$ cat src/rtl/core/mfc_pkg.sv
`default_nettype none

package mfc_pkg;

  // Widths fixed by the item formats.
  localparam int SAMPLE_BITS = 16;
  localparam int TIDX_BITS   = 7;
  localparam int TAP_BITS    = 8;
  localparam int CONV_BITS   = 39;
  localparam int OIDX_BITS   = 16;
  localparam int PROD_BITS   = 2 * SAMPLE_BITS;

  localparam logic [TAP_BITS-1:0] TAP_RESET = 8'd101;

  // Request codes.
  localparam logic [1:0] REQ_TMPL   = 2'd0;
  localparam logic [1:0] REQ_SIGNAL = 2'd1;
  localparam logic [1:0] REQ_FLUSH  = 2'd2;
  localparam logic [1:0] REQ_CLEAR  = 2'd3;

  typedef struct packed {
    logic [1:0]                    req_type;
    logic signed [SAMPLE_BITS-1:0] sample;
    logic [TIDX_BITS-1:0]          template_index;
  } in_item_t;

  typedef struct packed {
    logic signed [CONV_BITS-1:0] conv_value;
    logic [OIDX_BITS-1:0]        out_index;
  } out_item_t;

  // Per-tap control that travels alongside the memory reads into the MAC.
  typedef struct packed {
    logic vld;    // a tap is issued this cycle
    logic live;   // the history entry is newer than the last clear
    logic first;  // first tap of the sum
    logic last;   // last tap of the sum
  } mac_ctl_t;

  typedef enum logic [1:0] {
    ST_IDLE,
    ST_RUN,
    ST_WAIT,
    ST_HOLD
  } st_t;

endpackage

`default_nettype wire

$ cat src/rtl/core/mfc_ram.sv
`default_nettype none

module mfc_ram #(
  parameter int DEPTH = 128,
  parameter int WIDTH = 16,
  localparam int AW = $clog2(DEPTH)
) (
  input  wire logic             clk,
  input  wire logic             we,
  input  wire logic [AW-1:0]    waddr,
  input  wire logic [WIDTH-1:0] wdata,
  input  wire logic [AW-1:0]    raddr,
  output logic      [WIDTH-1:0] rdata
);

  logic [WIDTH-1:0] mem [DEPTH];

  always_ff @(posedge clk) begin
    if (we) begin
      mem[waddr] <= wdata;
    end
    rdata <= mem[raddr];
  end

endmodule

`default_nettype wire

$ cat src/rtl/core/mfc_mac.sv
`default_nettype none

module mfc_mac (
  input  wire logic                                clk,
  input  wire logic                                rst_n,
  input  wire mfc_pkg::mac_ctl_t                   ctl,
  input  wire logic signed [mfc_pkg::SAMPLE_BITS-1:0] tap_data,
  input  wire logic signed [mfc_pkg::SAMPLE_BITS-1:0] hist_data,
  output logic signed      [mfc_pkg::CONV_BITS-1:0]   acc,
  output logic                                     done
);

  import mfc_pkg::*;

  mac_ctl_t                    ctl_d1_r;
  mac_ctl_t                    ctl_d2_r;
  logic signed [PROD_BITS-1:0] prod_r;
  logic signed [PROD_BITS-1:0] prod_nxt;
  logic signed [CONV_BITS-1:0] acc_r;
  logic signed [CONV_BITS-1:0] acc_nxt;
  logic                        done_r;

  // Entries older than the last clear count as zero.
  always_comb begin
    prod_nxt = '0;
    if (ctl_d1_r.live) begin
      prod_nxt = tap_data * hist_data;
    end
    acc_nxt  = (ctl_d2_r.first ? '0 : acc_r)
             + {{(CONV_BITS-PROD_BITS){prod_r[PROD_BITS-1]}}, prod_r};
  end

  always_ff @(posedge clk) begin
    if (!rst_n) begin
      ctl_d1_r <= '0;
      ctl_d2_r <= '0;
      done_r   <= 1'b0;
    end else begin
      ctl_d1_r <= ctl;
      ctl_d2_r <= ctl_d1_r;
      done_r   <= ctl_d2_r.vld && ctl_d2_r.last;
    end
  end

  always_ff @(posedge clk) begin
    if (ctl_d1_r.vld) begin
      prod_r <= prod_nxt;
    end
    if (ctl_d2_r.vld) begin
      acc_r <= acc_nxt;
    end
  end

  assign acc  = acc_r;
  assign done = done_r;

endmodule

`default_nettype wire

$ cat src/rtl/core/matched_filter_correlator.sv
`default_nettype none

// Channel | Direction | Signals                          | Transfer when
// --------+-----------+----------------------------------+--------------------------
// in      | input     | in_valid, in_ready, in_item      | in_valid && in_ready
// out     | output    | out_valid, out_ready, out_item   | out_valid && out_ready
// cfg     | input     | cfg_valid, cfg_ready, cfg_data   | cfg_valid && cfg_ready
//
// A template write or a clear request needs no sequencing. A signal sample or a flush
// tick runs a sum over taps, taps being tap_count with zero read as one and values
// above MAX_TAPS clipped: one tap per cycle is issued to both memories, then the
// read, multiply and accumulate stages drain and the sum loads the output register.
// Reset (synchronous, active low) restores tap_count to 101 and empties the history
// by zeroing a fill count. The block stalls only when a sum finishes while the
// output register still holds an untaken result.

module matched_filter_correlator #(
  parameter int MAX_TAPS = 128
) (
  input  wire logic                            clk,
  input  wire logic                            rst_n,
  input  wire logic                            in_valid,
  output logic                                 in_ready,
  input  wire mfc_pkg::in_item_t               in_item,
  output logic                                 out_valid,
  input  wire logic                            out_ready,
  output mfc_pkg::out_item_t                   out_item,
  input  wire logic                            cfg_valid,
  output logic                                 cfg_ready,
  input  wire logic [mfc_pkg::TAP_BITS-1:0]    cfg_data
);

  import mfc_pkg::*;

  // Address width of both memories, width of the fill count, and a width that
  // holds both the tap count register and MAX_TAPS.
  localparam int AW = $clog2(MAX_TAPS);
  localparam int FW = $clog2(MAX_TAPS + 1);
  localparam int TW = (FW > TAP_BITS) ? FW : TAP_BITS;
  // Template index widened so that MAX_TAPS itself fits for the range check.
  localparam int IW = ((AW > TIDX_BITS) ? AW : TIDX_BITS) + 1;

  st_t                   state_r, state_nxt;
  logic [TAP_BITS-1:0]   tap_count_r;
  logic [AW-1:0]         ptr_r, ptr_nxt;       // next history slot to write
  logic [FW-1:0]         fill_r, fill_nxt;     // samples since clear, saturating
  logic [OIDX_BITS-1:0]  cnt_r, cnt_nxt;       // output counter
  logic [OIDX_BITS-1:0]  idx_r, idx_nxt;       // index of the sum in flight
  logic [AW-1:0]         tj_r, tj_nxt;         // template address, counts down
  logic [AW-1:0]         hidx_r, hidx_nxt;     // history address, counts back in age
  logic [FW-1:0]         live_r, live_nxt;     // taps left that see real history
  logic                  first_r, first_nxt;
  logic                  out_valid_r, out_valid_nxt;
  out_item_t             out_item_r;
  logic                  load_out;

  logic [TW-1:0]         tc_ext;
  logic [TW-1:0]         taps;
  logic [TW-1:0]         taps_m1;
  logic [IW-1:0]         tidx_ext;
  logic                  tidx_ok;

  logic                  tmpl_we;
  logic                  hist_we;
  logic [SAMPLE_BITS-1:0] hist_wdata;
  logic [SAMPLE_BITS-1:0] tmpl_rdata;
  logic [SAMPLE_BITS-1:0] hist_rdata;

  mac_ctl_t                    mac_ctl;
  logic signed [CONV_BITS-1:0] mac_acc;
  logic                        mac_done;

  // Tap count in use: zero means one tap, anything above MAX_TAPS saturates.
  always_comb begin
    tc_ext   = TW'(tap_count_r);
    if (tc_ext == '0) begin
      taps = TW'(1);
    end else if (tc_ext > TW'(MAX_TAPS)) begin
      taps = TW'(MAX_TAPS);
    end else begin
      taps = tc_ext;
    end
    taps_m1  = taps - TW'(1);
    tidx_ext = IW'(in_item.template_index);
    tidx_ok  = tidx_ext < IW'(MAX_TAPS);
  end

  // The template store and the history ring. The history is never cleared in
  // place: entries older than the fill count are masked to zero in the MAC.
  mfc_ram #(
    .DEPTH (MAX_TAPS),
    .WIDTH (SAMPLE_BITS)
  ) u_tmpl_ram (
    .clk   (clk),
    .we    (tmpl_we),
    .waddr (tidx_ext[AW-1:0]),
    .wdata (in_item.sample),
    .raddr (tj_r),
    .rdata (tmpl_rdata)
  );

  mfc_ram #(
    .DEPTH (MAX_TAPS),
    .WIDTH (SAMPLE_BITS)
  ) u_hist_ram (
    .clk   (clk),
    .we    (hist_we),
    .waddr (ptr_r),
    .wdata (hist_wdata),
    .raddr (hidx_r),
    .rdata (hist_rdata)
  );

  always_comb begin
    mac_ctl.vld   = (state_r == ST_RUN);
    mac_ctl.live  = (live_r != '0);
    mac_ctl.first = first_r;
    mac_ctl.last  = (tj_r == '0);
  end

  mfc_mac u_mac (
    .clk       (clk),
    .rst_n     (rst_n),
    .ctl       (mac_ctl),
    .tap_data  ($signed(tmpl_rdata)),
    .hist_data ($signed(hist_rdata)),
    .acc       (mac_acc),
    .done      (mac_done)
  );

  // Sequencer: next state, counters and memory writes.
  always_comb begin
    state_nxt     = state_r;
    ptr_nxt       = ptr_r;
    fill_nxt      = fill_r;
    cnt_nxt       = cnt_r;
    idx_nxt       = idx_r;
    tj_nxt        = tj_r;
    hidx_nxt      = hidx_r;
    live_nxt      = live_r;
    first_nxt     = first_r;
    out_valid_nxt = out_valid_r && !out_ready;
    load_out      = 1'b0;
    tmpl_we       = 1'b0;
    hist_we       = 1'b0;
    hist_wdata    = '0;

    unique case (state_r)
      ST_IDLE: begin
        if (in_valid) begin
          unique case (in_item.req_type) inside
            REQ_TMPL: begin
              tmpl_we = tidx_ok;
            end
            REQ_SIGNAL, REQ_FLUSH: begin
              // The new sample lands at the current slot; the sum then walks
              // back in age from that slot while the template walks down.
              hist_we    = 1'b1;
              hist_wdata = (in_item.req_type == REQ_SIGNAL) ? in_item.sample : '0;
              hidx_nxt   = ptr_r;
              ptr_nxt    = (ptr_r == AW'(MAX_TAPS - 1)) ? '0 : ptr_r + AW'(1);
              fill_nxt   = (fill_r == FW'(MAX_TAPS)) ? fill_r : fill_r + FW'(1);
              live_nxt   = fill_nxt;
              tj_nxt     = taps_m1[AW-1:0];
              first_nxt  = 1'b1;
              idx_nxt    = cnt_r;
              cnt_nxt    = cnt_r + OIDX_BITS'(1);
              state_nxt  = ST_RUN;
            end
            REQ_CLEAR: begin
              ptr_nxt  = '0;
              fill_nxt = '0;
              cnt_nxt  = '0;
            end
          endcase
        end
      end
      ST_RUN: begin
        first_nxt = 1'b0;
        live_nxt  = (live_r != '0) ? live_r - FW'(1) : live_r;
        hidx_nxt  = (hidx_r == '0) ? AW'(MAX_TAPS - 1) : hidx_r - AW'(1);
        tj_nxt    = tj_r - AW'(1);
        if (tj_r == '0) begin
          state_nxt = ST_WAIT;
        end
      end
      ST_WAIT: begin
        if (mac_done) begin
          if (!out_valid_r || out_ready) begin
            load_out  = 1'b1;
            state_nxt = ST_IDLE;
          end else begin
            state_nxt = ST_HOLD;
          end
        end
      end
      ST_HOLD: begin
        // The accumulator holds its sum until the output register frees up.
        if (out_ready) begin
          load_out  = 1'b1;
          state_nxt = ST_IDLE;
        end
      end
    endcase

    if (load_out) begin
      out_valid_nxt = 1'b1;
    end
  end

  always_ff @(posedge clk) begin
    if (!rst_n) begin
      state_r     <= ST_IDLE;
      tap_count_r <= TAP_RESET;
      ptr_r       <= '0;
      fill_r      <= '0;
      cnt_r       <= '0;
      live_r      <= '0;
      first_r     <= 1'b0;
      out_valid_r <= 1'b0;
    end else begin
      state_r     <= state_nxt;
      ptr_r       <= ptr_nxt;
      fill_r      <= fill_nxt;
      cnt_r       <= cnt_nxt;
      live_r      <= live_nxt;
      first_r     <= first_nxt;
      out_valid_r <= out_valid_nxt;
      if (cfg_valid) begin
        tap_count_r <= cfg_data;
      end
    end
  end

  always_ff @(posedge clk) begin
    idx_r  <= idx_nxt;
    tj_r   <= tj_nxt;
    hidx_r <= hidx_nxt;
    if (load_out) begin
      out_item_r.conv_value <= mac_acc;
      out_item_r.out_index  <= idx_r;
    end
  end

  assign in_ready  = (state_r == ST_IDLE);
  assign cfg_ready = 1'b1;
  assign out_valid = out_valid_r;
  assign out_item  = out_item_r;

endmodule

`default_nettype wire
$ cat config.mk
export PLATFORM = sky130hd
export DESIGN_NAME = matched_filter_correlator
export DESIGN_NICKNAME = d
export VERILOG_FILES = /design/src/rtl/core/mfc_pkg.sv /design/src/rtl/core/mfc_ram.sv /design/src/rtl/core/mfc_mac.sv /design/src/rtl/core/matched_filter_correlator.sv
export SDC_FILE = /design/constraint.sdc
export NUM_CORES = 2
export LEC_CHECK = 0
export BUFFER_PORTS_ARGS = -buffer_cell sky130_fd_sc_hd__buf_2
export CAP_MARGIN = 20
export CORE_UTILIZATION = 60
export CTS_CLUSTER_SIZE = 24
export DETAILED_ROUTE_END_ITERATION = 10
export HOLD_SLACK_MARGIN = 0.15
export PLACE_DENSITY = 0.76
export SLEW_MARGIN = 20
export SYNTH_ARGS = -nofsm -noshare
export SYNTH_HDL_FRONTEND = slang
export SYNTH_SLANG_ARGS = --single-unit
$ cat constraint.sdc
create_clock -name clk -period 17.96 [get_ports clk]
set_clock_uncertainty 0.15 [all_clocks]
set_input_delay 5.388 -clock clk [delete_from_list [all_inputs] [get_ports clk]]
set_output_delay 5.388 -clock clk [all_outputs]
set_load 0.005 [all_outputs]
==> impl_metrics.env <==
export IMPL_cts_setup_buffers=0
export IMPL_arrival_ns=9.10
export IMPL_regArea_sq_um=130000
export IMPL_multi_input_area_sq_um=45700
export IMPL_path_clk_slew_ns=0.06
export IMPL_placed_cells=13400
export IMPL_cts_sinks=4343
export IMPL_max_stage_delay_ns=0.90
export IMPL_cts_buffer_depth=4
export IMPL_hold_viol=0
export IMPL_max_freq_mhz=115
export IMPL_synth_seq_area_share=0.724
export IMPL_synth_edf_count=4252
export IMPL_cp_top_family="simple AND/OR/NAND/NOR gates"
export IMPL_port_buffers=94
export IMPL_ys_types=76
export IMPL_period_share=0.485
export IMPL_fin_area_sq_um=199000
export IMPL_wl_per_cell_microns=32.1
export IMPL_synth_top_flop_cell="edfxtp_1"
export IMPL_tightest_slew_ns=1.23
export IMPL_path_cells="buf_2 -> inv_1 -> ha_1 -> nand3_1 -> inv_1 -> nand2_1 -> nor2_1 -> nand2_1 -> nor2_2"
export IMPL_fp_dieH_microns=548
export IMPL_worstPathMaxFanout=19
export IMPL_synth_nets=9871
export IMPL_post_layout_nonfiller_instances=14200
export IMPL_grt_pass1_vias=93800
export IMPL_grt_usage=0.302
export IMPL_min_path_type="flip-flop to flip-flop"
export IMPL_start_util=0.603
export IMPL_cts_hold_buf=0
export IMPL_setup_viol=0
export IMPL_row_count=200
export IMPL_dr_pass1_iters=6
export IMPL_placed_area_sq_um=185000
export IMPL_max_cap_violations=0
export IMPL_drtAntennaViolNets=0
export IMPL_slew_violations=0
export IMPL_path_buf_inv=3
export IMPL_drc=0
export IMPL_htree_num_levels=5
export IMPL_post_cts_resized=0
export IMPL_syn_to_final_growth_pct=11.2
export IMPL_nFillCells=18500
export IMPL_slew_headroom=0.171
export IMPL_avgViaCountPerCell=6.77
export IMPL_die_w_microns=548
export IMPL_cts_tree="yes"
export IMPL_synthCells=9438
export IMPL_drive_above_1_share=0.207
export IMPL_synth_seq_cells=4343
export IMPL_antenna_found_initial=22
export IMPL_setup_ws_ns=9.25
export IMPL_yosysWarnings=0
export IMPL_dieArea_sq_um=300000
export IMPL_dp_hpwl_microns=274000
export IMPL_syn_cell_area_sq_um=179000
export IMPL_period_needed_ns=8.71
export IMPL_crit_slowest_cell="inv_1"
export IMPL_required_ns=18.35
export IMPL_rsz0062_at_grt="false"
export IMPL_core_area_sq_um=297000
export IMPL_grt_overflow_total=0
export IMPL_pin_count=96
export IMPL_vias=96000
export IMPL_routabilityCongestion=0.906
export IMPL_grt_pass1_wl_microns=655000
export IMPL_cts_root_buf="clkbuf_16"
export IMPL_tns_ns=0
export IMPL_pre_cts_slack_ns=8.13
export IMPL_crit_path_start_kind="input port"
export IMPL_crit_type="input port to flip-flop"
export IMPL_clock_latency_ns=0.97
export IMPL_routed_wl_microns=455000
export IMPL_syn_area_per_cell_sq_um=19.0
export IMPL_status="finished, final reports clean"
export IMPL_async_reset_ff_frac=0
export IMPL_drt_initial_drc_count=14100
export IMPL_numCtsBuffers=412
export IMPL_fin_nets=10300
export IMPL_grt_max_degree=110
export IMPL_end_kind="flip-flop"
## cell type report
cell class                 instances  area share
multi-input combinational       4271       0.230
timing repair buffer             511      0.0190
inverter                         319     0.00606
tap                             3939      0.0248
antenna                           18    0.000227
sequential                      4343       0.651
clock inverter                   281      0.0146
clock buffer                     485      0.0540
## cells in the mapped netlist, drive strengths merged, types with 23 or more instances
master	count	area, sq um
o22ai	165	1030
a21oi	379	1900
fa	263	5270
clkbuf	243	912
a211oi	36	275
mux2	124	1400
and2	176	1100
o31ai	27	230
mux4	802	18100
a21o	31	233
o311ai	35	307
xnor2	63	552
nor2	390	1460
and3	23	144
buf	262	1730
nor3	115	576
ha	132	1650
inv	319	1200
mux2i	546	5470
o221ai	170	1490
edfxtp	4252	128000
dfxtp	91	1820
nand2	250	938
nor2b	57	357
nand3	38	190
xor2	32	280
o21ai	212	1070
or3	32	200
## per-layer routing
layer,GRT usage,vias to the layer above,routed length [microns]
li1,-,38700,-
met1,0.433,49200,168000
met2,0.458,7018,210000
met3,0.0681,1073,57300
met4,0.120,24,20500
met5,0,-,184
## worst paths after layout
kind	cells after the start	from	slack, ns	endpoint
worst max-delay path	9	in_item[23]	9.25	u_hist_ram.mem[87][14]
worst max register to register	20	u_tmpl_ram.rdata[15]	10.72	u_mac.prod_r[29]
worst min register to register	0	idx_r[14]	0.27	out_item[14]
worst min-delay path	0	idx_r[14]	0.27	out_item[14]
## placed cells by master (no fill, tap or decap), types with 27 or more instances in the layout
cell,instances
nor2b_1,54
clkinv_1,97
inv_1,316
bufinv_16,47
clkbuf_1,62
xor2_1,32
o22ai_1,165
clkbuf_16,416
o21ai_0,202
nand2_1,242
xnor2_1,63
a211oi_1,35
nor2_1,377
nor3_1,112
clkinv_2,85
or3_1,32
mux2_2,124
fa_1,263
and2_1,160
mux4_2,802
buf_4,421
dfxtp_1,90
a21o_1,31
mux2i_1,546
ha_1,132
a21oi_1,379
o311ai_0,27
buf_2,78
nand3_1,35
edfxtp_1,4252
o221ai_1,170
## sequential cells by signal, indices dropped and copies added, names as in the netlist, 2 cells and up
| name | flops |
|---|---|
| u_hist_ram.mem | 2048 |
| u_tmpl_ram.mem | 2048 |
| out_item | 55 |
| u_mac.acc | 39 |
| u_mac.prod_r | 32 |
| cnt_r | 16 |
| idx_r | 16 |
| u_hist_ram.rdata | 16 |
| u_tmpl_ram.rdata | 16 |
| fill_r | 8 |
| live_r | 8 |
| tap_count_r | 8 |
| hidx_r | 7 |
| ptr_r | 7 |
| tj_r | 7 |
| u_mac.ctl_d1_r | 4 |
| u_mac.ctl_d2_r | 3 |
| state_r | 2 |
## logic make-up (layout without fill, tap and decap cells)
group | Yosys count | count (layout) | synth area share
flip-flops | 4343 | 4343 | 0.724
AO/OA/AOI/OAI | 1157 | 1157 | 0.0413
buffers and inverters | 824 | 1596 | 0.0215
other | 1 | 19 | 0.0000210
multiplexers | 1472 | 1472 | 0.139
adder cells (fa/ha/maj) | 395 | 395 | 0.0387
XOR/XNOR | 95 | 95 | 0.00465
AND/OR/NAND/NOR | 1151 | 1151 | 0.0305
## through the flow
stage,util,hold WS [ns]
floorplan,-,0.250
global placement,0.624,0.258
detailed placement,0.624,0.255
CTS,0.670,0.274
global route,0.670,0.285
finish,0.670,0.273
Power is not shown: default switching activity piles up to over one toggle a cycle in this logic, so the estimate is an artifact.
